--- config.mk ---
export PLATFORM = sky130hd
export DESIGN_NAME = spbr_merge
export DESIGN_NICKNAME = d
export VERILOG_FILES = /design/src/rtl/spbr_pkg.sv /design/src/rtl/spbr_merge.sv
export SDC_FILE = /design/constraint.sdc
export NUM_CORES = 1
export LEC_CHECK = 0
export ABC_AREA = 1
export BUFFER_PORTS_ARGS = -buffer_cell sky130_fd_sc_hd__buf_4
export CAP_MARGIN = 20
export CORE_MARGIN = 2
export CORE_UTILIZATION = 40
export DETAILED_ROUTE_END_ITERATION = 10
export SLEW_MARGIN = 30
export SYNTH_ARGS = -nofsm -noshare
export SYNTH_HDL_FRONTEND = slang
export SYNTH_SLANG_ARGS = --single-unit
--- constraint.sdc ---
create_clock -name clk -period 4.6 [get_ports clk]
set_input_delay 0.46 -clock clk [delete_from_list [all_inputs] [get_ports clk]]
set_output_delay 0.46 -clock clk [all_outputs]
set_load 0.01 [all_outputs]
--- src/rtl/spbr_pkg.sv ---
// shared types and constants for the superpixel boundary reassignment core
package spbr_pkg;

	localparam int LABEL_BITS      = 10;
	localparam int SCALE_BITS      = 24;
	localparam int COLOUR_BITS     = 8;
	localparam int COST_OUT_BITS   = 50;
	localparam int NBR_SLOTS       = 8;
	localparam int LANES           = 2;
	localparam int DEF_MAX_SPIX    = 1024;
	localparam int DEF_COORD_BITS  = 12;
	localparam int DEF_NEIGHBOURS  = 8;
	localparam logic [SCALE_BITS-1:0] SCALE_RESET = 24'd65536;

	typedef enum logic [1:0] {
		ST_IDLE,
		ST_ISSUE,
		ST_WAIT
	} st_t;

	typedef enum logic {
		FUNC_LOAD     = 1'b0,
		FUNC_CLASSIFY = 1'b1
	} func_t;

	typedef struct packed {
		logic valid;
		logic first;
		logic last;
	} beat_t;

endpackage

--- src/rtl/spbr_merge.sv ---
// merges the lane costs of each beat into the running best candidate
module spbr_merge #(
	parameter int COST_W = 58
) (
	input  logic                            clk,
	input  logic                            arst_n,
	input  spbr_pkg::beat_t                 beat_s5,
	input  logic                            ok0,
	input  logic [spbr_pkg::LABEL_BITS-1:0] label0,
	input  logic [COST_W-1:0]               cost0,
	input  logic                            ok1,
	input  logic [spbr_pkg::LABEL_BITS-1:0] label1,
	input  logic [COST_W-1:0]               cost1,
	input  logic                            res_take,
	output logic                            res_valid,
	output logic                            res_found,
	output logic [spbr_pkg::LABEL_BITS-1:0] res_label,
	output logic [COST_W-1:0]               res_cost
);
	import spbr_pkg::*;

	logic                  found_q, f_a, f_b;
	logic [LABEL_BITS-1:0] label_q, l_a, l_b;
	logic [COST_W-1:0]     cost_q, c_a, c_b;

	always_comb begin
		f_a = beat_s5.first ? 1'b0 : found_q;
		l_a = beat_s5.first ? '0 : label_q;
		c_a = beat_s5.first ? '0 : cost_q;
		if (ok0 && (!f_a || cost0 < c_a || (cost0 == c_a && label0 < l_a))) begin
			f_a = 1'b1;
			l_a = label0;
			c_a = cost0;
		end
		f_b = f_a;
		l_b = l_a;
		c_b = c_a;
		if (ok1 && (!f_a || cost1 < c_a || (cost1 == c_a && label1 < l_a))) begin
			f_b = 1'b1;
			l_b = label1;
			c_b = cost1;
		end
	end

	always_ff @(posedge clk or negedge arst_n) begin
		if (!arst_n) begin
			found_q   <= 1'b0;
			res_valid <= 1'b0;
		end else begin
			if (beat_s5.valid) begin
				found_q <= f_b;
			end
			if (beat_s5.valid && beat_s5.last) begin
				res_valid <= 1'b1;
			end else if (res_take) begin
				res_valid <= 1'b0;
			end
		end
	end

	always_ff @(posedge clk) begin
		if (beat_s5.valid) begin
			label_q <= l_b;
			cost_q  <= c_b;
		end
		if (beat_s5.valid && beat_s5.last) begin
			res_found <= f_b;
			res_label <= l_b;
			res_cost  <= c_b;
		end
	end

endmodule

## Word level (Yosys, flattened, before mapping)

Cells that the tools add are included.

| storage, ports and cells | value |
|---|---|
| register bits after elaboration | 139 |
| input bits | 144 |
| output and inout bits | 70 |
| logic and storage cells | 36 |

| operators by class | value |
|---|---|
| $lt $le $gt $ge | 4 |
| eq/ne operators | 2 |
| muxes and demuxes | 11 |
| reductions and logical operators | 12 |

Operator list:

| kind | count |
|---|---|
| $mux W58 | 3 |
| $eq A58 B58 Y1 | 2 |
| $lt A58 B58 Y1 | 2 |
| $mux W10 | 3 |
| $lt A10 B10 Y1 | 2 |
| $logic_and A1 B1 Y1 | 5 |
| $mux W1 | 5 |
| $logic_or A1 B1 Y1 | 4 |
| $logic_not A1 Y1 | 2 |
| $reduce_bool A2 Y1 | 1 |

## Depth between registers and ports, before layout

| depth | value |
|---|---|
| depth in word-level cells | 11 |
| mapped depth | 36 |
| gate-level depth less buffers | 30 |

## Worst setup path before layout

No wires, ideal clock.

| timing path | value |
|---|---|
| path kind | input-to-reg |
| from | input port beat_s5[1] (netlist bit) |
| to | register cost_q[46] (data pin) |
| data arrival time | 4412 ps |
| data required time | 4344 ps |
| setup slack | -68 ps |
| stages | 32 |
| path through | inv_2 -> clkbuf_1 -> clkbuf_1 -> nand2_1 -> ha_1 -> nand2_1 -> nor2_1 -> inv_1 -> nor3_1 -> nand2_1 -> nor2_1 -> a21oi_1 -> nand2_2 -> nand2_4 -> buf_2 -> buf_2 -> nand2_1 -> o21ai_0 -> ha_1 -> nand2_1 -> nor2_1 -> nand4_1 -> a2111oi_0 -> nand3_1 -> nor3_1 -> nand2_2 -> nand2_4 -> nand2_4 -> buf_6 -> buf_6 -> nand2_1 -> nand2_1 |

| between the ends | value |
|---|---|
| word-level cells in the longest chain between the ends | 11 |
| elaborated cells between the ends (all ways) | 23 |

Ends and longest elaborated chain:

| what | line | text |
|---|---|---|
| from (decl) | spbr_merge.sv:7 | `input spbr_pkg::beat_t beat_s5,` |
| $mux W58 (tied with other cells) | spbr_merge.sv:29 | `c_a = beat_s5.first ? '0 : cost_q;` |
| $lt A58 B58 Y1 (tied with other cells) | spbr_merge.sv:30 | `if (ok0 && (!f_a \|\| cost0 < c_a \|\| (cost0 == c_a && label0 < l_a))) begin` |
| $logic_or A1 B1 Y1 or $logic_and A1 B1 Y1 (tied branches) | spbr_merge.sv:30 |  |
| $logic_or A1 B1 Y1 | spbr_merge.sv:30 |  |
| $logic_and A1 B1 Y1 | spbr_merge.sv:30 |  |
| $mux W58 (tied with other cells) | spbr_merge.sv:30 |  |
| $lt A58 B58 Y1 (tied with other cells) | spbr_merge.sv:38 | `if (ok1 && (!f_a \|\| cost1 < c_a \|\| (cost1 == c_a && label1 < l_a))) begin` |
| $logic_or A1 B1 Y1 or $logic_and A1 B1 Y1 (tied branches) | spbr_merge.sv:38 |  |
| $logic_or A1 B1 Y1 | spbr_merge.sv:38 |  |
| $logic_and A1 B1 Y1 | spbr_merge.sv:38 |  |
| $mux W58 * | spbr_merge.sv:38 |  |
| net c_b[46] | spbr_merge.sv:24 | `logic [COST_W-1:0] cost_q, c_a, c_b;` |
| to (signal assigned) | spbr_merge.sv:64 | `cost_q <= c_b;` |
| to (decl) | spbr_merge.sv:24 |  |

The timed path passes the listed nets; every way through them passes the cells marked *.
A chain may end at the register's enable or synchronous reset.

## Worst setup path after layout

| timing path | value |
|---|---|
| from | input port beat_s5[1] (netlist bit) |
| to | register cost_q[27] (data pin) |

Same word-level chain as after synthesis.

==> flow_metrics.tcl <==
set metrics [dict create \
    status "complete, but fails checks" \
    violations "setup timing" \
    grt_pass1_vias 8781 \
    slew_headroom_pct 30.94 \
    drtIter0Drc 577 \
    area_growth_pct 62.75 \
    hold_violations 0 \
    power_switching_uw 1671 \
    initial_core_util_pct 40.73 \
    cp_slowest_cell "ha_1" \
    grt_max_degree 71 \
    synthAdderAreaFrac_pct 17.59 \
    crit_top_cell "nand2_2" \
    fillers 1913 \
    io_buffers 213 \
    dr_total_vias 9350 \
    die_height_um 158.4 \
    setup_viol 2 \
    final_antenna_net_count 0 \
    critPathTopFamily "simple AND/OR/NAND/NOR gates" \
    crit_path_end_kind "flip-flop" \
    startpoint_type "primary input" \
    crit_path_max_fanout 8 \
    core_um2 23400 \
    avgSynthCellArea_um2 8.451 \
    tightest_slew_ns 1.036 \
    routed_wl_um 33570 \
    overflow 0 \
    ys_seq_elements 139 \
    wl_per_cell_um 18.58 \
    ios 214 \
    post-route-util_pct 66.30 \
    skew_ns 0.01047 \
    syn_inst 1128 \
    worstSkewPairLatency_ns 0.43 \
    ys_warn_count 0 \
    stdcell_count 1807 \
    design_area_um2 15510 \
    ir_drop_mv 0.2189 \
    die_x_um 158.4 \
    drive_gt1_share_pct 48.12 \
    p_int_uw 3210 \
    max_stage_delay_ns 0.31 \
    total_power_uw 4881 \
    ys_seq_area_share_pct 43.68 \
    drc 0 \
    clk_pin_slew_ns 0.07 \
    grt_usage_pct 24.67 \
    cts.sink_count 139 \
    p_leak_uw 0.007252 \
    synthSimpleGateAreaFrac_pct 23.68 \
    max_freq_mhz 217.3 \
    p_sw_share_pct 34.23 \
    cts_tree "yes" \
    dpl_cell_area_um2 12230 \
    min-delay-start "res_take" \
    path_buf_inv 10 \
    final.setup.worst_slack_ns -0.002840 \
    ys_types 31 \
    dpl_worst_slack_ns -0.8842 \
    drv_cap 0 \
    worstSetupPathType "primary input to flip-flop" \
    htreeDepth 4 \
    power.density_nw_per_um2 314.6 \
    die_area_um2 25080 \
    required_ns 4.78 \
    r2r_start "cost_q[56]" \
    vias_per_cell 5.174 \
    drv_slew 0 \
    reg2reg_slack_ns 0.01 \
    antenna_found_initial 0 \
    crit_start "beat_s5[1]" \
    arrival_ns 4.78 \
    synthesis.area_um2 9533 \
    min-delay-path-class "primary input to flip-flop" \
    gp_congestion 0.8728 \
    pwr-share-clk_pct 27.9 \
    p_seq_share_pct 33.5 \
    muxShareOfSynthArea_pct 0 \
    nets 1753 \
    synth_compound_area_share_pct 8.453 \
    dpl.cell_count 1726 \
    numCtsBuffers 17 \
    root_buffer "clkbuf_16" \
    grt_pass1_wl_um 46580 \
    post-dp-hpwl_um 20930 \
    finalCritPeriodShare_pct 100.1 \
    rsz0062_at_grt "yes" \
    finalCriticalPeriod_ns 4.603 \
    synth_nets 1406 \
    firstDrtPassIters 5 \
    synthXorXnorAreaFrac_pct 0 \
    placementRows 56 \
    diodes 0 \
    combPwrFrac_pct 38.6 \
    synth_top_family_by_area "simple AND/OR/NAND/NOR gates" \
    cts_buffer_depth 2 \
]
## path summary, 6_finish.rpt
path                       depth (start not counted)    endpoint
max reg2reg                                       28  cost_q[27]
max in group asynchronous                          2   res_valid
max                                               31  cost_q[27]
min                                                2   res_valid
min in group asynchronous                          2     found_q
min reg2reg                                        2     found_q
## power by group through the flow
stage	Sequential [uW]	Combinational, uW	Clock [uW]
after floorplan	1660	670	0
after global placement	1650	1240	0
after detailed placement	1650	1260	0
after CTS	1620	1470	1380
after global routing	1650	2050	1430
final	1630	1880	1360
## registers in the layout, indices dropped and copies added (netlist names)
name       flops
label_q       10
res_found      1
res_cost      58
cost_q        58
res_valid      1
found_q        1
res_label     10
## stage by stage
| stage | setup TNS, ns | hold slack, ns |
|---|---|---|
| CTS | 0 | 0.2767 |
| global placement | -115.77 | 0.2551 |
| detailed placement | -116.37 | 0.2559 |
| global route | -28.77 | 0.2986 |
| finish | -0.005642 | 0.3133 |
| floorplan | 0 | 0.1644 |
## kinds of logic after synthesis
logic type	count (synthesis)
and+or+nand+nor	555
buffers and inverters	153
adders and majority gates	134
AOI/OAI and AO/OA	147
DFF	139
## layer usage
layer | track usage (%) | routed length (um) | vias to the layer above
li1 | - | - | 4531
met1 | 32.86 | 14300 | 4421
met2 | 40.83 | 16290 | 343
met3 | 4.491 | 2198 | 55
met4 | 7.808 | 790 | 0
met5 | 0 | 0 | -
## cells in the final DEF (no fill, tap or decap), types with 6 or more instances in the layout
cell type	Yosys	layout
nand2_4	3	59
inv_1	109	107
ha_4	0	37
o21ai_1	0	13
buf_16	0	9
nor2_4	0	7
nand2_1	408	224
nand3_1	87	78
buf_6	4	10
a21oi_1	50	36
o21ai_0	74	39
buf_8	0	6
ha_1	134	97
inv_6	0	6
edfxtp_1	137	137
nand4_1	7	7
nor2_2	2	13
nand2_2	2	126
o21ai_4	0	6
a21oi_2	0	12
clkbuf_16	0	23
nor2_1	36	18
nand3_2	0	8
buf_12	0	18
o21ai_2	0	16
buf_4	0	318
## cells in the mapped netlist (all sizes together)
cell type / count / area (um^2)
a2111oi: 3 / 26.28
a211oi: 3 / 22.52
a21o: 1 / 7.510
a21oi: 50 / 250.2
a221oi: 1 / 8.760
a31oi: 2 / 12.51
and2: 1 / 6.260
buf: 25 / 148.9
clkbuf: 18 / 67.56
dfrtp: 2 / 50.05
edfxtp: 137 / 4114
ha: 134 / 1677
inv: 110 / 412.9
nand2: 413 / 1578
nand3: 87 / 435.4
nand4: 7 / 43.79
nor2: 38 / 147.6
nor3: 8 / 40.04
nor4: 1 / 6.260
o2111ai: 3 / 26.28
o21a: 5 / 37.54
o21ai: 74 / 370.4
o21ba: 1 / 10.01
o21bai: 1 / 7.510
o221ai: 3 / 26.28
## cell type report
| class | instances | area (um^2) | area share, % |
|---|---|---|---|
| multi-input combinational | 837 | 6538 | 42.14 |
| tap | 319 | 399.1 | 2.573 |
| clock inverter | 15 | 138.9 | 0.8952 |
| clock buffer | 17 | 425.4 | 2.742 |
| inverter | 110 | 426.7 | 2.750 |
| timing repair buffer | 370 | 3423 | 22.06 |
| sequential | 139 | 4164 | 26.84 |
## what timing repair did
item / in CTS / in global routing
endpoints found under the hold margin: 2 / 0
resized for setup: 123 / 356
setup buffers: 15 / 15
cloned: 13 / 8
pin swaps: 19 / 76
hold buffers: 1 / 0
setup endpoints to repair: 136 / 136
Power figures use the tool's default switching activity.
