File: config.mk
export PLATFORM = sky130hd
export DESIGN_NAME = spbr_lane
export DESIGN_NICKNAME = d
export VERILOG_FILES = /design/src/rtl/spbr_pkg.sv /design/src/rtl/spbr_lane.sv
export SDC_FILE = /design/constraint.sdc
export NUM_CORES = 2
export LEC_CHECK = 0
export ABC_AREA = 1
export BUFFER_PORTS_ARGS = -buffer_cell sky130_fd_sc_hd__buf_4
export CAP_MARGIN = 20
export CORE_UTILIZATION = 66
export CTS_BUF_LIST = sky130_fd_sc_hd__clkbuf_2 sky130_fd_sc_hd__clkbuf_4 sky130_fd_sc_hd__clkbuf_8
export DETAILED_ROUTE_END_ITERATION = 8
export PLACE_DENSITY = 0.86
export SYNTH_ARGS = -nofsm -noshare
export SYNTH_HDL_FRONTEND = slang
export SYNTH_SLANG_ARGS = --single-unit
export TNS_END_PERCENT = 1
File: constraint.sdc
create_clock -name clk -period 6.5 [get_ports clk]
set_input_delay 0.975 -clock clk [delete_from_list [all_inputs] [get_ports clk]]
set_output_delay 0.975 -clock clk [all_outputs]
set_load 0.02 [all_outputs]
File: src/rtl/spbr_pkg.sv
// shared types and constants for the superpixel boundary reassignment core
package spbr_pkg;

	localparam int LABEL_BITS      = 10;
	localparam int SCALE_BITS      = 24;
	localparam int COLOUR_BITS     = 8;
	localparam int COST_OUT_BITS   = 50;
	localparam int NBR_SLOTS       = 8;
	localparam int LANES           = 2;
	localparam int DEF_MAX_SPIX    = 1024;
	localparam int DEF_COORD_BITS  = 12;
	localparam int DEF_NEIGHBOURS  = 8;
	localparam logic [SCALE_BITS-1:0] SCALE_RESET = 24'd65536;

	typedef enum logic [1:0] {
		ST_IDLE,
		ST_ISSUE,
		ST_WAIT
	} st_t;

	typedef enum logic {
		FUNC_LOAD     = 1'b0,
		FUNC_CLASSIFY = 1'b1
	} func_t;

	typedef struct packed {
		logic valid;
		logic first;
		logic last;
	} beat_t;

endpackage

File: src/rtl/spbr_lane.sv
// one cost lane: distance squares, sums, spatial weighting and total cost
module spbr_lane #(
	parameter int COORD_BITS = spbr_pkg::DEF_COORD_BITS,
	parameter int COST_W     = 58
) (
	input  logic                                clk,
	input  logic                                arst_n,
	input  logic [spbr_pkg::COLOUR_BITS-1:0]    px_r,
	input  logic [spbr_pkg::COLOUR_BITS-1:0]    px_g,
	input  logic [spbr_pkg::COLOUR_BITS-1:0]    px_b,
	input  logic [COORD_BITS-1:0]               px_x,
	input  logic [COORD_BITS-1:0]               px_y,
	input  logic [spbr_pkg::SCALE_BITS-1:0]     scale,
	input  logic [3*spbr_pkg::COLOUR_BITS+2*COORD_BITS-1:0] entry_s1,
	input  logic                                ok_s1,
	input  logic [spbr_pkg::LABEL_BITS-1:0]     label_s1,
	output logic                                ok_s5,
	output logic [spbr_pkg::LABEL_BITS-1:0]     label_s5,
	output logic [COST_W-1:0]                   cost_s5
);
	import spbr_pkg::*;

	localparam int CSQ_W = 2*COLOUR_BITS;
	localparam int PSQ_W = 2*COORD_BITS;
	localparam int CSUM_W = CSQ_W + 2;
	localparam int PSUM_W = PSQ_W + 1;
	localparam int PROD_W = PSUM_W + SCALE_BITS;

	logic [COLOUR_BITS-1:0] e_r, e_g, e_b, d_r, d_g, d_b;
	logic [COORD_BITS-1:0]  e_x, e_y, d_x, d_y;
	logic [CSQ_W-1:0] sq_r_s2, sq_g_s2, sq_b_s2;
	logic [PSQ_W-1:0] sq_x_s2, sq_y_s2;
	logic [CSUM_W-1:0] csum_s3, csum_s4;
	logic [PSUM_W-1:0] psum_s3;
	logic [PROD_W-1:0] prod_s4;
	logic ok_s2, ok_s3, ok_s4;
	logic [LABEL_BITS-1:0] label_s2, label_s3, label_s4;

	assign {e_r, e_g, e_b, e_x, e_y} = entry_s1;
	assign d_r = (px_r > e_r) ? px_r - e_r : e_r - px_r;
	assign d_g = (px_g > e_g) ? px_g - e_g : e_g - px_g;
	assign d_b = (px_b > e_b) ? px_b - e_b : e_b - px_b;
	assign d_x = (px_x > e_x) ? px_x - e_x : e_x - px_x;
	assign d_y = (px_y > e_y) ? px_y - e_y : e_y - px_y;

	always_ff @(posedge clk or negedge arst_n) begin
		if (!arst_n) begin
			ok_s2 <= 1'b0;
			ok_s3 <= 1'b0;
			ok_s4 <= 1'b0;
			ok_s5 <= 1'b0;
		end else begin
			ok_s2 <= ok_s1;
			ok_s3 <= ok_s2;
			ok_s4 <= ok_s3;
			ok_s5 <= ok_s4;
		end
	end

	always_ff @(posedge clk) begin
		sq_r_s2  <= CSQ_W'(d_r * d_r);
		sq_g_s2  <= CSQ_W'(d_g * d_g);
		sq_b_s2  <= CSQ_W'(d_b * d_b);
		sq_x_s2  <= PSQ_W'(d_x * d_x);
		sq_y_s2  <= PSQ_W'(d_y * d_y);
		label_s2 <= label_s1;
		csum_s3  <= CSUM_W'(sq_r_s2) + CSUM_W'(sq_g_s2) + CSUM_W'(sq_b_s2);
		psum_s3  <= PSUM_W'(sq_x_s2) + PSUM_W'(sq_y_s2);
		label_s3 <= label_s2;
		prod_s4  <= PROD_W'(psum_s3) * PROD_W'(scale);
		csum_s4  <= csum_s3;
		label_s4 <= label_s3;
		cost_s5  <= COST_W'({csum_s4, 16'd0}) + COST_W'(prod_s4);
		label_s5 <= label_s4;
	end

endmodule

Word-level counts from Yosys, hierarchy flattened
Index checks and enable logic that the tools add are counted.
{ "classes": {"addsub": 14, "mux": 5, "mul": 6, "n_lt_le_gt_ge": 5} }
{ "ops": {"columns": ["op", "n"], "rows": [
  ["adder 34 x 49 -> 50 bit", 1],
  ["multiplier 25 x 24 -> 49 bit", 1],
  ["multiplier 12 x 12 -> 24 bit", 2],
  ["multiplier 8 x 8 -> 16 bit", 3],
  ["subtractor 12 bit", 4],
  ["subtractor 8 bit", 6],
  ["adder 24 x 24 -> 25 bit", 1],
  ["> comparator 12 bit", 2],
  ["> comparator 8 bit", 3],
  ["two-way mux 12 bit", 2],
  ["two-way mux 8 bit", 3],
  ["adder 17 x 16 -> 18 bit", 1],
  ["adder 16 x 16 -> 17 bit", 1]
]} }
{ "totals": {"wordCells": 48, "input_bits": 133, "ff_bits": 300} }

Logic depth before layout (Yosys ltp)
{ "depth": {"ltp_word": 3, "ltp_mapped": 36} }

Worst setup path after synthesis
Ideal clock, no wire load.
{ "synth_path": {"path_kind": "input to register", "startpoint": "in scale[12] (netlist bit)", "endpoint": "reg prod_s4[46]", "cell_stages": 26, "setup_time_ps": 113, "slack_ps": -77, "arrival_time_ps": 6464, "cell_sequence": "clkbuf_1 > clkbuf_1 > nand2_1 > fa_1 > inv_1 > fa_1 > inv_1 > fa_1 > inv_1 > fa_1 > inv_1 > fa_1 > inv_1 > fa_1 > inv_1 > fa_1 > inv_1 > ha_1 > nand2_1 > nor2_1 > nand2_1 > nor2_1 > nor3b_1 > nand2_1 > nand4_1 > nand2_1"} }
{ "synth_via": {"elab_chain_cells": 1} }
{ "synth_rtl": {"columns": ["element", "line", "rtl"], "rows": [
  ["start, declared", "spbr_lane.sv:13", "input logic [spbr_pkg::SCALE_BITS-1:0] scale,"],
  ["multiplier 25 x 24 -> 49 bit", "spbr_lane.sv:70", "prod_s4 <= PROD_W'(psum_s3) * PROD_W'(scale);"],
  ["end signal, assigned", "spbr_lane.sv:70", null],
  ["end, declared", "spbr_lane.sv:35", "logic [PROD_W-1:0] prod_s4;"]
]} }
No other way between the ends.

Final worst setup path
{ "layout_path": {"startpoint": "reg psum_s3[17]", "endpoint": "reg prod_s4[34]"} }
{ "layout_via": {"elab_chain_cells": 1} }
{ "layout_rtl": {"columns": ["element", "line", "rtl"], "rows": [
  ["start, declared", "spbr_lane.sv:34", "logic [PSUM_W-1:0] psum_s3;"],
  ["start signal, assigned", "spbr_lane.sv:68", "psum_s3 <= PSUM_W'(sq_x_s2) + PSUM_W'(sq_y_s2);"],
  ["multiplier 25 x 24 -> 49 bit", "spbr_lane.sv:70", null]
]} }
No other way between the ends.

==> impl_metrics.yaml <==
logic_synthesis:
  netlist_area_sq_mm: 0.04806
  yosys_warnings: 0
  postSynthAreaPerCell_sq_um: 7.652
  synth-edff-count: 0
  ys_seq_area_share_pct: 12.33
  synth_cells: 6281
  async_reset_ff_share_pct: 1.356
  synthFlopType: "dfxtp_1"
  synth.distinct_cells: 44
  ys_seq_elements: 295
drt:
  antenna_left: 0
  drc_errors: 0
  wirelength_um: 130200
  drtIter0Drc: 3203
  vias: 41987
  wl_per_cell_um: 16.61
  viasPerCell: 5.356
  dr.pass1.iters: 6
cts:
  clk_latency_ns: 0.68
  cts.clk_slew.worst_paths_ns: 0.07
  cts-root-buf: "clkbuf_8"
  cts-resized-gates: 0
  clock-sinks: 295
  clock_path_buffers: 3
  htree_levels: 2
  cts_inserted_buffers: 48
  post_cts_buffers: 0
  cts_tree: "yes"
  cts_hold_buffers: 0
floorplanning:
  placementRows: 98
  die_width_um: 271.9
  chipHeight_um: 271.9
  core_sq_mm: 0.07173
  ios: 202
  initial_core_util_pct: 67.00
  die_area_sq_mm: 0.07390
critical_path:
  path_cells: "buf_4 > nand2_1 > fa_1 > inv_1 > fa_1 > inv_1 > fa_1 > inv_1 > fa_1 > fa_1 > fa_1 > inv_1 > fa_1 > inv_1 > ha_1 > buf_4 > nand2_1 > o21ai_0 > a21o_1 > buf_4 > nor2_1 > nand2_1 > nand2_1 > nand2_1"
  cpPeakStageDelay_ns: 0.58
  critPathArrivalTime_ns: 6.94
  reg2reg_depth: 24
  crit_top_cell: "fa_1"
  cpMaxStageDelayCell: "fa_1"
  worstPathRequired_ns: 7.07
  worst_setup_path_end_kind: "flop"
  reg2reg_slack_ns: 0.12
  r2r-start: "psum_s3[17]"
  start_kind: "flop"
  r2r_end: "prod_s4[34]"
  setup.worst_path.class: "flop to flop"
  critPathMaxFanout: 17
timing:
  max_freq_ghz: 0.1568
  setup_slack_ns: 0.1229
  setup_viol_count_final: 0
  hold_viol: 0
  tightest_slew_ns: 0.6549
  rsz0062_at_grt: "yes"
  period_share_pct: 98.11
  fin_crit_ns: 6.377
  skew_ns: 0.04694
  maxSlewHeadroom_pct: 56.28
  setup_tns_ns: 0
  drv_slew: 0
layout:
  n_fill_cell: 5271
  finish.utilization_pct: 76.78
  fin_nets: 8269
  area_growth_pct: 14.60
  layout-drive-gt1-share_pct: 12.94
global_routing:
  grt_pass1_wl_um: 215000
  gr-usage-all-layers_pct: 36.22
  gr-total-overflow: 0
  grt_pass1_vias: 44722
  antenna_found_initial: 1
  grt_max_degree: 25
run_status:
  status: "completed"
place:
  portBuffers: 193
  pre_cts_slack_ns: -0.4135
  dp_hpwl_um: 112300
  gp_congestion: 0.9933
min_path:
  min_path_type: "input pin to asynchronous set/reset pin"
flow_run:
  cap_violations: 0
## worst max path at each step
stage | slack (ns) | cells after the start | from | endpoint
final | 0.12 | 24 | psum_s3[17] | prod_s4[34]
after global routing | -0.06 | 33 | px_x[0] | sq_x_s2[19]
after CTS | 0.005 | 22 | psum_s3[5] | prod_s4[34]
after detailed placement | -0.41 | 33 | px_y[0] | sq_y_s2[16]
after global placement | -0.41 | 31 | px_y[0] | sq_y_s2[15]
after floorplan | -0.02 | 25 | scale[10] | prod_s4[46]
## sequential cells by signal (all words and copies together) (netlist names), 10 cells and up
register / cells
label_s4: 10
csum_s4: 18
csum_s3: 18
label_s5: 10
sq_r_s2: 15
psum_s3: 25
label_s2: 10
sq_b_s2: 15
sq_y_s2: 23
label_s3: 10
cost_s5: 50
prod_s4: 49
sq_x_s2: 23
sq_g_s2: 15
## cells in the mapped netlist (12+ instances only)
cell	count	area [sq um]
o21ai_0	144	720.7
nand2_2	34	212.7
nand3_1	177	885.9
buf_4	17	127.6
a21o_1	18	135.1
nor2_1	371	1393
o21a_1	19	142.6
or2_2	13	81.33
nand2_1	1537	5769
xor2_1	142	1244
inv_1	1541	5784
fa_1	762	15250
nand4_1	68	425.4
nor3_1	34	170.2
xnor2_1	56	490.5
nor2_2	17	106.4
o21bai_1	12	90.09
inv_2	19	71.32
ha_1	524	6556
clkbuf_1	130	488.0
dfxtp_1	291	5826
a21oi_1	260	1301
## logic make-up (layout without fill, tap and decap cells)
| kind of cell | Yosys count | count (layout) | share of synthesized area, % |
|---|---|---|---|
| compound gates | 483 | 483 | 5.384 |
| xor+xnor | 198 | 198 | 3.608 |
| fa+ha+maj | 1286 | 1286 | 45.38 |
| buf+inv | 1726 | 2323 | 13.78 |
| flops | 295 | 295 | 12.33 |
| other cells | 1 | 12 | 0.007803 |
| simple gates | 2292 | 2292 | 19.51 |
## critical path: cells and delay by family (launching register included)
| kind | cells | cell delay [ns] |
|---|---|---|
| adders and majority gates | 8 | 3.89 |
| DFF | 1 | 0.38 |
| and+or+nand+nor | 6 | 0.68 |
| buffers and inverters | 8 | 0.86 |
| AOI/OAI and AO/OA | 2 | 0.44 |
## stage by stage
step / instances / instance area (sq um) / hold slack, ns
floorplan: 6291 / 48110 / 0.3096
global placement: 7750 / 53770 / 0.3096
detailed placement: 7750 / 53770 / 0.3121
CTS: 7838 / 54990 / 0.04589
global route: 7839 / 55080 / 0.06197
finish: 7839 / 55080 / 0.08688
## cells in the final DEF (no fill, tap or decap), types with 9 or more instances in the layout
cell / netlist / routed
o21bai_1: 12 / 12
nor2_2: 17 / 20
nor2_1: 371 / 367
o21ai_1: 11 / 15
conb_1: 1 / 11
buf_4: 17 / 660
nand3_1: 177 / 177
nand3b_1: 11 / 11
nand4_1: 68 / 68
buf_12: 0 / 15
ha_1: 524 / 521
or2_2: 13 / 13
inv_2: 19 / 22
o21a_1: 19 / 19
clkbuf_4: 0 / 9
dfxtp_1: 291 / 283
nand2_1: 1537 / 1536
a21o_1: 18 / 18
clkbuf_8: 0 / 57
a21oi_1: 260 / 252
nor3_1: 34 / 32
xnor2_1: 56 / 56
inv_1: 1541 / 1538
nor2_4: 8 / 9
nand2_2: 34 / 35
xor2_1: 142 / 142
o21ai_0: 144 / 140
fa_1: 762 / 762
## layout make-up
cell class | instances | area (sq um) | share of cell area (%)
antenna | 1 | 2.502 | 0.004543
timing repair buffer | 675 | 5255 | 9.541
tap | 950 | 1189 | 2.158
clock buffer | 66 | 852.1 | 1.547
sequential | 295 | 5938 | 10.78
multi-input combinational | 4270 | 35620 | 64.68
clock inverter | 22 | 361.6 | 0.6565
inverter | 1560 | 5856 | 10.63
## layer usage
layer / up-vias / wire length, um / share of wire [%] / global-route usage, %
met1: 20177 / 49670 / 38 / 43.18
met4: 0 / 5832 / 4.5 / 14.92
met3: 428 / 8697 / 6.7 / 4.620
met2: 1641 / 66010 / 51 / 65.76
li1: 19741 / - / - / -
met5: - / 0 / 0 / 0
Power is left out: the tool's default activity adds up to more than one toggle a clock period on the data nets, which glitch-free logic cannot reach.
